<file path="config.mk">
export PLATFORM = sky130hd
export DESIGN_NAME = websocket_frame_deframer_flat
export DESIGN_NICKNAME = d
export VERILOG_FILES = /design/src/hw/rtl/wsd_pkg.sv /design/src/hw/rtl/wsd_if.sv /design/src/hw/rtl/wsd_parser.sv /design/src/hw/rtl/wsd_out_reg.sv /design/src/hw/rtl/websocket_frame_deframer.sv /design/src/flat_wrapper.sv
export SDC_FILE = /design/constraint.sdc
export NUM_CORES = 1
export LEC_CHECK = 0
export BUFFER_PORTS_ARGS = -buffer_cell sky130_fd_sc_hd__buf_2
export CORE_ASPECT_RATIO = 0.5
export CORE_MARGIN = 2
export CORE_UTILIZATION = 59
export DETAILED_ROUTE_END_ITERATION = 8
export GPL_TIMING_DRIVEN = 0
export PLACE_DENSITY = 0.87
export SLEW_MARGIN = 25
export SYNTH_ARGS = -nofsm -noshare
export SYNTH_HDL_FRONTEND = slang
export SYNTH_SLANG_ARGS = --single-unit
</file>
<file path="constraint.sdc">
create_clock -name clk -period 5.15 [get_ports clk]
set_clock_uncertainty 0.2 [all_clocks]
set_input_delay 0.515 -clock clk [delete_from_list [all_inputs] [get_ports clk]]
set_output_delay 0.515 -clock clk [all_outputs]
set_load 0.05 [all_outputs]
</file>
<file path="src/hw/rtl/wsd_pkg.sv">
package wsd_pkg;

    localparam int FRAME_LEN_W = 24;
    localparam logic [FRAME_LEN_W-1:0] MAX_FRAME_RESET = FRAME_LEN_W'(15728640);
    localparam logic [FRAME_LEN_W-1:0] FRAME_LEN_SAT = '1;

    localparam logic [1:0] KIND_HEADER  = 2'd0;
    localparam logic [1:0] KIND_PAYLOAD = 2'd1;
    localparam logic [1:0] KIND_ERROR   = 2'd2;

    localparam logic [1:0] ERR_NONE     = 2'd0;
    localparam logic [1:0] ERR_OVERSIZE = 2'd1;
    localparam logic [1:0] ERR_EMPTY    = 2'd2;

    localparam logic [3:0] OP_TEXT   = 4'd1;
    localparam logic [3:0] OP_BINARY = 4'd2;

    localparam logic [6:0] LEN7_EXT16 = 7'd126;
    localparam logic [6:0] LEN7_EXT64 = 7'd127;

    localparam logic [3:0] EXT16_BYTES = 4'd2;
    localparam logic [3:0] EXT64_BYTES = 4'd8;
    localparam logic [3:0] KEY_BYTES   = 4'd4;

    typedef struct packed {
        logic [1:0]             kind;
        logic                   fin_flag;
        logic [3:0]             opcode;
        logic                   was_masked;
        logic [FRAME_LEN_W-1:0] frame_length;
        logic [7:0]             payload_byte;
        logic                   last;
        logic [1:0]             error_code;
    } wsd_result_t;

endpackage

</file>
<file path="src/hw/rtl/wsd_if.sv">
interface wsd_byte_if;
    logic       valid;
    logic       ready;
    logic [7:0] in_byte;

    modport source (output valid, output in_byte, input ready);
    modport sink (input valid, input in_byte, output ready);
endinterface

interface wsd_cfg_if;
    logic                           valid;
    logic                           ready;
    logic [wsd_pkg::FRAME_LEN_W-1:0] size_limit;

    modport source (output valid, output size_limit, input ready);
    modport sink (input valid, input size_limit, output ready);
endinterface

interface wsd_res_if;
    logic                           valid;
    logic                           ready;
    logic [1:0]                     kind;
    logic                           fin_flag;
    logic [3:0]                     opcode;
    logic                           was_masked;
    logic [wsd_pkg::FRAME_LEN_W-1:0] frame_length;
    logic [7:0]                     payload_byte;
    logic                           last;
    logic [1:0]                     error_code;

    modport source (output valid, output kind, output fin_flag, output opcode,
                    output was_masked, output frame_length, output payload_byte,
                    output last, output error_code, input ready);
    modport sink (input valid, input kind, input fin_flag, input opcode,
                  input was_masked, input frame_length, input payload_byte,
                  input last, input error_code, output ready);
endinterface

</file>
<file path="src/hw/rtl/wsd_parser.sv">
module wsd_parser (
    input  logic                        clk,
    input  logic                        rst_n,
    input  logic                        rx_valid,
    input  logic [7:0]                  rx_byte,
    input  logic                        rx_ready,
    input  logic                        cfg_valid,
    input  logic [wsd_pkg::FRAME_LEN_W-1:0] cfg_data,
    output logic                        res_load,
    output wsd_pkg::wsd_result_t        res_data
);
    import wsd_pkg::*;

    typedef enum logic [4:0] {
        PH_HDR0    = 5'b00001,
        PH_HDR1    = 5'b00010,
        PH_EXTLEN  = 5'b00100,
        PH_KEY     = 5'b01000,
        PH_PAYLOAD = 5'b10000
    } phase_t;

    phase_t                 phase_reg, phase_next;
    logic                   fin_reg, fin_next;
    logic [3:0]             op_reg, op_next;
    logic                   key_en_reg, key_en_next;
    logic [FRAME_LEN_W-1:0] len_reg, len_next;
    logic                   ovf_reg, ovf_next;
    logic [3:0]             cnt_reg, cnt_next;
    logic [31:0]            key_reg, key_next;
    logic [1:0]             kidx_reg, kidx_next;
    logic [FRAME_LEN_W-1:0] left_reg, left_next;
    logic                   err_reg, err_next;
    logic [FRAME_LEN_W-1:0] max_reg;

    logic       accept;
    logic       len_done;
    logic       hdr_done;
    logic       oversize;
    logic       empty_data;
    logic [7:0] key_byte;

    assign accept = rx_valid && rx_ready;

    always_comb
    begin
        case (kidx_reg)
            2'd0:    key_byte = key_reg[31:24];
            2'd1:    key_byte = key_reg[23:16];
            2'd2:    key_byte = key_reg[15:8];
            default: key_byte = key_reg[7:0];
        endcase
    end

    always_comb
    begin
        phase_next  = phase_reg;
        fin_next    = fin_reg;
        op_next     = op_reg;
        key_en_next = key_en_reg;
        len_next    = len_reg;
        ovf_next    = ovf_reg;
        cnt_next    = cnt_reg;
        key_next    = key_reg;
        kidx_next   = kidx_reg;
        left_next   = left_reg;
        err_next    = err_reg;
        len_done    = 1'b0;
        hdr_done    = 1'b0;
        oversize    = 1'b0;
        empty_data  = 1'b0;
        res_load    = 1'b0;
        res_data    = '0;

        if (accept && !err_reg)
        begin
            case (phase_reg)
                PH_HDR1:
                begin
                    key_en_next = rx_byte[7];
                    ovf_next    = 1'b0;
                    if (rx_byte[6:0] == LEN7_EXT16)
                    begin
                        len_next   = '0;
                        cnt_next   = EXT16_BYTES;
                        phase_next = PH_EXTLEN;
                    end
                    else if (rx_byte[6:0] == LEN7_EXT64)
                    begin
                        len_next   = '0;
                        cnt_next   = EXT64_BYTES;
                        phase_next = PH_EXTLEN;
                    end
                    else
                    begin
                        len_next = {{(FRAME_LEN_W-7){1'b0}}, rx_byte[6:0]};
                        len_done = 1'b1;
                    end
                end
                PH_EXTLEN:
                begin
                    // bytes pushed past the top only ever make the length too big
                    len_next = {len_reg[FRAME_LEN_W-9:0], rx_byte};
                    ovf_next = ovf_reg | (|len_reg[FRAME_LEN_W-1:FRAME_LEN_W-8]);
                    cnt_next = cnt_reg - 4'd1;
                    len_done = (cnt_reg == 4'd1);
                end
                PH_KEY:
                begin
                    key_next = {key_reg[23:0], rx_byte};
                    cnt_next = cnt_reg - 4'd1;
                    hdr_done = (cnt_reg == 4'd1);
                end
                PH_PAYLOAD:
                begin
                    kidx_next = kidx_reg + 2'd1;
                    left_next = left_reg - FRAME_LEN_W'(1);
                    res_load  = 1'b1;
                    res_data.kind         = KIND_PAYLOAD;
                    res_data.fin_flag     = fin_reg;
                    res_data.opcode       = op_reg;
                    res_data.was_masked   = key_en_reg;
                    res_data.frame_length = len_reg;
                    res_data.payload_byte = rx_byte ^ (key_en_reg ? key_byte : 8'd0);
                    res_data.last         = (left_reg == FRAME_LEN_W'(1));
                    res_data.error_code   = ERR_NONE;
                    if (left_reg == FRAME_LEN_W'(1))
                    begin
                        phase_next = PH_HDR0;
                    end
                end
                default:
                begin
                    fin_next   = rx_byte[7];
                    op_next    = rx_byte[3:0];
                    phase_next = PH_HDR1;
                end
            endcase
        end

        if (len_done)
        begin
            oversize   = ovf_next || (len_next > max_reg);
            empty_data = (len_next == '0) && (op_reg inside {OP_TEXT, OP_BINARY});
            if (oversize || empty_data)
            begin
                res_load = 1'b1;
                res_data.kind         = KIND_ERROR;
                res_data.fin_flag     = fin_reg;
                res_data.opcode       = op_reg;
                res_data.was_masked   = key_en_next;
                res_data.frame_length = ovf_next ? FRAME_LEN_SAT : len_next;
                res_data.payload_byte = 8'd0;
                res_data.last         = 1'b0;
                res_data.error_code   = oversize ? ERR_OVERSIZE : ERR_EMPTY;
                err_next   = 1'b1;
                phase_next = PH_HDR0;
            end
            else if (key_en_next)
            begin
                cnt_next   = KEY_BYTES;
                key_next   = '0;
                phase_next = PH_KEY;
            end
            else
            begin
                key_next = '0;
                hdr_done = 1'b1;
            end
        end

        if (hdr_done)
        begin
            res_load = 1'b1;
            res_data.kind         = KIND_HEADER;
            res_data.fin_flag     = fin_reg;
            res_data.opcode       = op_reg;
            res_data.was_masked   = key_en_next;
            res_data.frame_length = len_next;
            res_data.payload_byte = 8'd0;
            res_data.last         = (len_next == '0);
            res_data.error_code   = ERR_NONE;
            kidx_next = 2'd0;
            if (len_next == '0)
            begin
                phase_next = PH_HDR0;
            end
            else
            begin
                left_next  = len_next;
                phase_next = PH_PAYLOAD;
            end
        end
    end

    always_ff @(posedge clk or negedge rst_n)
    begin
        if (!rst_n)
        begin
            phase_reg  <= PH_HDR0;
            fin_reg    <= 1'b0;
            op_reg     <= 4'd0;
            key_en_reg <= 1'b0;
            len_reg    <= '0;
            ovf_reg    <= 1'b0;
            cnt_reg    <= 4'd0;
            key_reg    <= '0;
            kidx_reg   <= 2'd0;
            left_reg   <= '0;
            err_reg    <= 1'b0;
            max_reg    <= MAX_FRAME_RESET;
        end
        else
        begin
            phase_reg  <= phase_next;
            fin_reg    <= fin_next;
            op_reg     <= op_next;
            key_en_reg <= key_en_next;
            len_reg    <= len_next;
            ovf_reg    <= ovf_next;
            cnt_reg    <= cnt_next;
            key_reg    <= key_next;
            kidx_reg   <= kidx_next;
            left_reg   <= left_next;
            err_reg    <= err_next;
            if (cfg_valid)
            begin
                max_reg <= cfg_data;
            end
        end
    end

endmodule

</file>
<file path="src/hw/rtl/wsd_out_reg.sv">
module wsd_out_reg (
    input  logic                 clk,
    input  logic                 rst_n,
    input  logic                 load,
    input  wsd_pkg::wsd_result_t din,
    input  logic                 take,
    output logic                 valid,
    output wsd_pkg::wsd_result_t dout,
    output logic                 ready
);
    import wsd_pkg::*;

    logic        valid_reg, valid_next;
    wsd_result_t data_reg;

    // slot is free when empty or drained in this cycle
    assign ready = !valid_reg || take;
    assign valid = valid_reg;
    assign dout  = data_reg;

    always_comb
    begin
        valid_next = valid_reg;
        if (load)
        begin
            valid_next = 1'b1;
        end
        else if (take)
        begin
            valid_next = 1'b0;
        end
    end

    always_ff @(posedge clk or negedge rst_n)
    begin
        if (!rst_n)
        begin
            valid_reg <= 1'b0;
        end
        else
        begin
            valid_reg <= valid_next;
        end
    end

    always_ff @(posedge clk)
    begin
        if (load)
        begin
            data_reg <= din;
        end
    end

endmodule

</file>
<file path="src/hw/rtl/websocket_frame_deframer.sv">
// Results are registered, shown in the cycle after the byte that completes them.
// Throughput: one byte per cycle while results drain; only a header's last byte
// yields a result. Rate is set by the single result register, refilled as it drains.
// Reset (rst_n, async, active low): parser waits for a first header byte,
// error flag cleared, size limit back to 15728640, result register empty.
module websocket_frame_deframer (
    input  logic          clk,
    input  logic          rst_n,
    wsd_byte_if.sink      rx,
    wsd_cfg_if.sink       cfg,
    wsd_res_if.source     res
);
    import wsd_pkg::*;

    logic        res_load;
    logic        rx_ready;
    logic        res_valid;
    wsd_result_t res_next;
    wsd_result_t res_data;

    // byte transfers are held off only while an unread result sits in the
    // output register; bytes after a framing error are still taken and dropped
    assign rx.ready  = rx_ready;
    // limit register can be written at any time; it is only sampled on the
    // byte that completes the length
    assign cfg.ready = 1'b1;

    wsd_parser u_parser (
        .clk       (clk),
        .rst_n     (rst_n),
        .rx_valid  (rx.valid),
        .rx_byte   (rx.in_byte),
        .rx_ready  (rx_ready),
        .cfg_valid (cfg.valid),
        .cfg_data  (cfg.size_limit),
        .res_load  (res_load),
        .res_data  (res_next)
    );

    // single result stage: parts the byte side from the result side
    wsd_out_reg u_out (
        .clk   (clk),
        .rst_n (rst_n),
        .load  (res_load),
        .din   (res_next),
        .take  (res.ready),
        .valid (res_valid),
        .dout  (res_data),
        .ready (rx_ready)
    );

    assign res.valid        = res_valid;
    assign res.kind         = res_data.kind;
    assign res.fin_flag     = res_data.fin_flag;
    assign res.opcode       = res_data.opcode;
    assign res.was_masked   = res_data.was_masked;
    assign res.frame_length = res_data.frame_length;
    assign res.payload_byte = res_data.payload_byte;
    assign res.last         = res_data.last;
    assign res.error_code   = res_data.error_code;

endmodule

</file>
<file path="src/flat_wrapper.sv">
// flat-port wrapper written by rule: the top's interface ports become plain ports
module websocket_frame_deframer_flat import wsd_pkg::*;
  (clk, rst_n, rx_valid, rx_in_byte, rx_ready, cfg_valid, cfg_size_limit, cfg_ready, res_valid, res_kind, res_fin_flag, res_opcode, res_was_masked, res_frame_length, res_payload_byte, res_last, res_error_code, res_ready);
  wsd_byte_if rx_i ();
  wsd_cfg_if cfg_i ();
  wsd_res_if res_i ();
  input  logic clk;
  input  logic rst_n;
  input wire logic [$bits(rx_i.valid)-1:0] rx_valid;
  input wire logic [$bits(rx_i.in_byte)-1:0] rx_in_byte;
  output wire logic [$bits(rx_i.ready)-1:0] rx_ready;
  input wire logic [$bits(cfg_i.valid)-1:0] cfg_valid;
  input wire logic [$bits(cfg_i.size_limit)-1:0] cfg_size_limit;
  output wire logic [$bits(cfg_i.ready)-1:0] cfg_ready;
  output wire logic [$bits(res_i.valid)-1:0] res_valid;
  output wire logic [$bits(res_i.kind)-1:0] res_kind;
  output wire logic [$bits(res_i.fin_flag)-1:0] res_fin_flag;
  output wire logic [$bits(res_i.opcode)-1:0] res_opcode;
  output wire logic [$bits(res_i.was_masked)-1:0] res_was_masked;
  output wire logic [$bits(res_i.frame_length)-1:0] res_frame_length;
  output wire logic [$bits(res_i.payload_byte)-1:0] res_payload_byte;
  output wire logic [$bits(res_i.last)-1:0] res_last;
  output wire logic [$bits(res_i.error_code)-1:0] res_error_code;
  input wire logic [$bits(res_i.ready)-1:0] res_ready;
  assign rx_i.valid = rx_valid;
  assign rx_i.in_byte = rx_in_byte;
  assign rx_ready = rx_i.ready;
  assign cfg_i.valid = cfg_valid;
  assign cfg_i.size_limit = cfg_size_limit;
  assign cfg_ready = cfg_i.ready;
  assign res_valid = res_i.valid;
  assign res_kind = res_i.kind;
  assign res_fin_flag = res_i.fin_flag;
  assign res_opcode = res_i.opcode;
  assign res_was_masked = res_i.was_masked;
  assign res_frame_length = res_i.frame_length;
  assign res_payload_byte = res_i.payload_byte;
  assign res_last = res_i.last;
  assign res_error_code = res_i.error_code;
  assign res_i.ready = res_ready;
  websocket_frame_deframer u_core (.clk(clk), .rst_n(rst_n), .rx(rx_i), .cfg(cfg_i), .res(res_i));
endmodule
</file>
==> flow_summary.yaml <==
critical_path:
  cp-start-kind: "register"
  crit_chain: "buf_2, or3_1, nor4_4, clkbuf_4, a22o_1, ha_1, a21oi_1, o21ai_1, a22oi_1, o211ai_1, o21ai_2, buf_2, a31o_2, and3_1, clkbuf_4, clkinv_8"
  path_class: "reg2reg"
  rr_startpoint: "u_core.u_parser.phase_reg[1]$_DFF_PN0_"
  crit_slowest_cell: "or3_1"
  worstSetupStartpoint: "u_core.u_parser.phase_reg[1]$_DFF_PN0_"
  end_kind: "register"
  worst-path-max-fanout: 22
  rrSetupSlack_ps: 290
  r2r_cells: 16
  critPathMaxStageDelay_ps: 460
  required_ps: 5100
  cp-endpoint: "u_core.u_out.dout[7]$_SDFFCE_PP0P_"
  r2r-end: "u_core.u_out.dout[7]$_SDFFCE_PP0P_"
  crit_arrival_ps: 4810
route:
  wire_per_inst_um: 19.44
  vias_per_cell: 6.144
  num_vias: 6697
  drt_iter0_markers: 700
  wl_mm: 21.19
  drc: 0
  dr.pass1.iters: 7
  drtAntennaViolNets: 0
synth:
  syn_area_mm2: 0.008273
  synth_edf_count: 43
  async_reset_ff_share_pct: 74.25
  yosysTopAreaCellShare_pct: 36.00
  ys_top_cells_by_area: "dfrtp_1, edfxtp_1, mux2i_1, ha_1, nand2_1"
  ys.flop_type: "dfrtp_1"
  ys_types: 63
  syn_avg_cell_area_um2: 10.55
  ys_warn_count: 0
  synth_seq_cells: 167
  synth_cells: 784
  synth_fp_nets: 853
  yosysSeqAreaShare_pct: 53.19
  synth_top_cell_by_area: "dfrtp_1"
sta:
  hold_viol: 0
  tightest_slew_ps: 743.7
  min_period_ps: 4860
  final-max-slew-violation-count: 0
  tns_ps: 0
  clock.fmax_mhz: 205.8
  fin_crit_sh_pct: 94.37
  slew_headroom_pct: 50.42
  finalSetupViolCount: 0
  rsz0062_at_grt: "false"
global_routing:
  top_usage_layer: "met2"
  grt_overflow_total: 0
  track_usage_pct: 29.22
  grt_pass1_wl_mm: 33.36
  grt_pass1_vias: 6368
  grt_start_max_net_pins: 82
  antenna_found_initial: 0
  met3_usage_pct: 6.959
  met2_usage_pct: 47.65
  grt_use_met1_pct: 39.18
clock_tree:
  clock-sinks: 167
  cts_tree: "built"
  path_clk_slew_ps: 60
  cts_buffers: 17
  clock_latency_ps: 420
  h-tree-depth: 4
  cts_buffer_depth: 2
  cts_root_buf: "clkbuf_16"
placement:
  hpwl_mm: 14.53
  portBuffers: 79
  gp_congestion: 0.9426
  placed_cells: 1056
final_layout:
  antenna_cells: 0
  largest_reg_flops: 43
  layout_common_cells: "dfrtp_1, buf_2, nand2_1"
  nFillCells: 995
  stdcell_count: 1090
  area_delta_synth_final_pct: 16.39
  ff_latch_area_mm2: 0.004400
  final_common_cell: "dfrtp_1"
  multi_input_area_mm2: 0.003560
  drive_gt1_share_pct: 17.48
  final_nets: 954
floorplan:
  coreArea_mm2: 0.01363
  dieArea_mm2: 0.01504
  die_h_um: 87.73
  boundaryPins: 83
  die_x_um: 171.5
  rows: 30
  initial_utilization_pct: 60.72
power:
  p_leak_nw: 4.600
  power.switching_w: 0.001942
  pwr-share-clk_pct: 25.9
  ir_drop_mv: 0.2566
  power.share.switching_pct: 39.65
  p_seq_share_pct: 39.2
  combPwrFrac_pct: 34.9
  power.density_mw_per_mm2: 508.7
  internal-power_w: 0.002956
hold_path:
  hold_path.class: "in2reg"
  holdCritStartpoint: "cfg_size_limit[4]"
outcome:
  status: "finished clean"
run:
  cap_violations: 0
## final cells by class
type	count	area share, %
sequential	167	45.70
multi-input combinational	529	36.97
clock buffer	24	5.223
timing repair buffer	82	4.678
tap	192	2.495
inverter	48	2.001
buffer	39	1.962
clock inverter	8	0.8836
timing repair inverter	1	0.09096
## cells by family after synthesis
logic type,Yosys count,share of synthesized area [%]
compound gates,175,14.20
buf+inv,88,4.341
other cells,1,0.04533
flops,167,53.19
xor+xnor,35,3.705
simple gates,234,13.22
mux,52,6.458
fa+ha+maj,32,4.840
## worst min-delay path by stage
stage,to,cells past startpoint
floorplan,u_core.u_out.valid$_DFFE_PN0P_,0
global placement,u_core.u_parser.err_reg$_DFFE_PN0P_,1
detailed placement,u_core.u_parser.max_reg[11]$_DFFE_PN0P_,1
CTS,u_core.u_parser.max_reg[4]$_DFFE_PN0P_,3
global route,u_core.u_parser.max_reg[3]$_DFFE_PN0P_,3
finish,u_core.u_parser.max_reg[4]$_DFFE_PN0P_,3
## cells in the mapped netlist, drive strengths merged (2+ instances only)
library cell	instances
nor2b	10
mux2	11
dfrtp	119
xor2	17
a22o	10
a222oi	8
o22ai	10
nor2	70
a21boi	2
o31a	2
a21oi	33
o21ai	64
inv	48
edfxtp	43
ha	32
nor3	14
a31oi	4
nand2	78
nor4	14
nand2b	9
nand4	11
o211ai	3
mux2i	41
a2111oi	2
and3	5
or4	2
or3	5
buf	13
xnor2	18
clkbuf	27
a22oi	17
or2	4
a211oi	2
dfstp	5
nand3	8
a221o	11
## metrics by stage
stage | total power (W) | hold slack, ps | util, % | area [um^2] | setup slack (ps)
after floorplan | 0.003096 | 19.41 | - | 8275 | 127.8
after global placement | 0.003473 | 267.4 | 65.40 | 8911 | -381.2
after detailed placement | 0.003551 | 227.4 | 65.67 | 8949 | -496.4
after CTS | 0.004837 | 95.85 | 70.38 | 9589 | -10.58
after global routing | 0.005110 | 114.4 | 70.67 | 9629 | 56.31
final | 0.004898 | 98.52 | 70.67 | 9629 | 290.1
## worst max-delay path, delay by kind of cell, from the launching register on
kind | cells | cell delay, ps
compound gates | 7 | 1480
buf+inv | 5 | 1250
simple gates | 3 | 950
flops | 1 | 360
fa+ha+maj | 1 | 320
## power groups by stage
stage / combinational (W) / sequential (W) / clock [W]
2_1_floorplan: 0.000872 / 0.00222 / 0
3_3_place_gp: 0.00156 / 0.00191 / 0
3_5_place_dp: 0.00162 / 0.00193 / 0
4_1_cts: 0.00166 / 0.00191 / 0.00127
5_1_grt: 0.00182 / 0.00195 / 0.00134
6_report: 0.00171 / 0.00192 / 0.00127
## what timing repair did
item / CTS / global route
cloned: 0 / 1
buffers inserted: 1 / 0
pin swaps: 1 / 2
resized for setup: 9 / 16
setup endpoints to repair: 124 / 131
hold buffers: 1 / 0
endpoints found under the hold margin: 39 / 0
## routing by layer
layer	up-vias	wire length, um	part of all wire, %
li1	3003	-	-
met1	3237	8695	41
met2	403	9912	47
met3	54	2090	9.9
met4	0	486	2.3
met5	-	0	0
(Power assumes the default switching activity.)
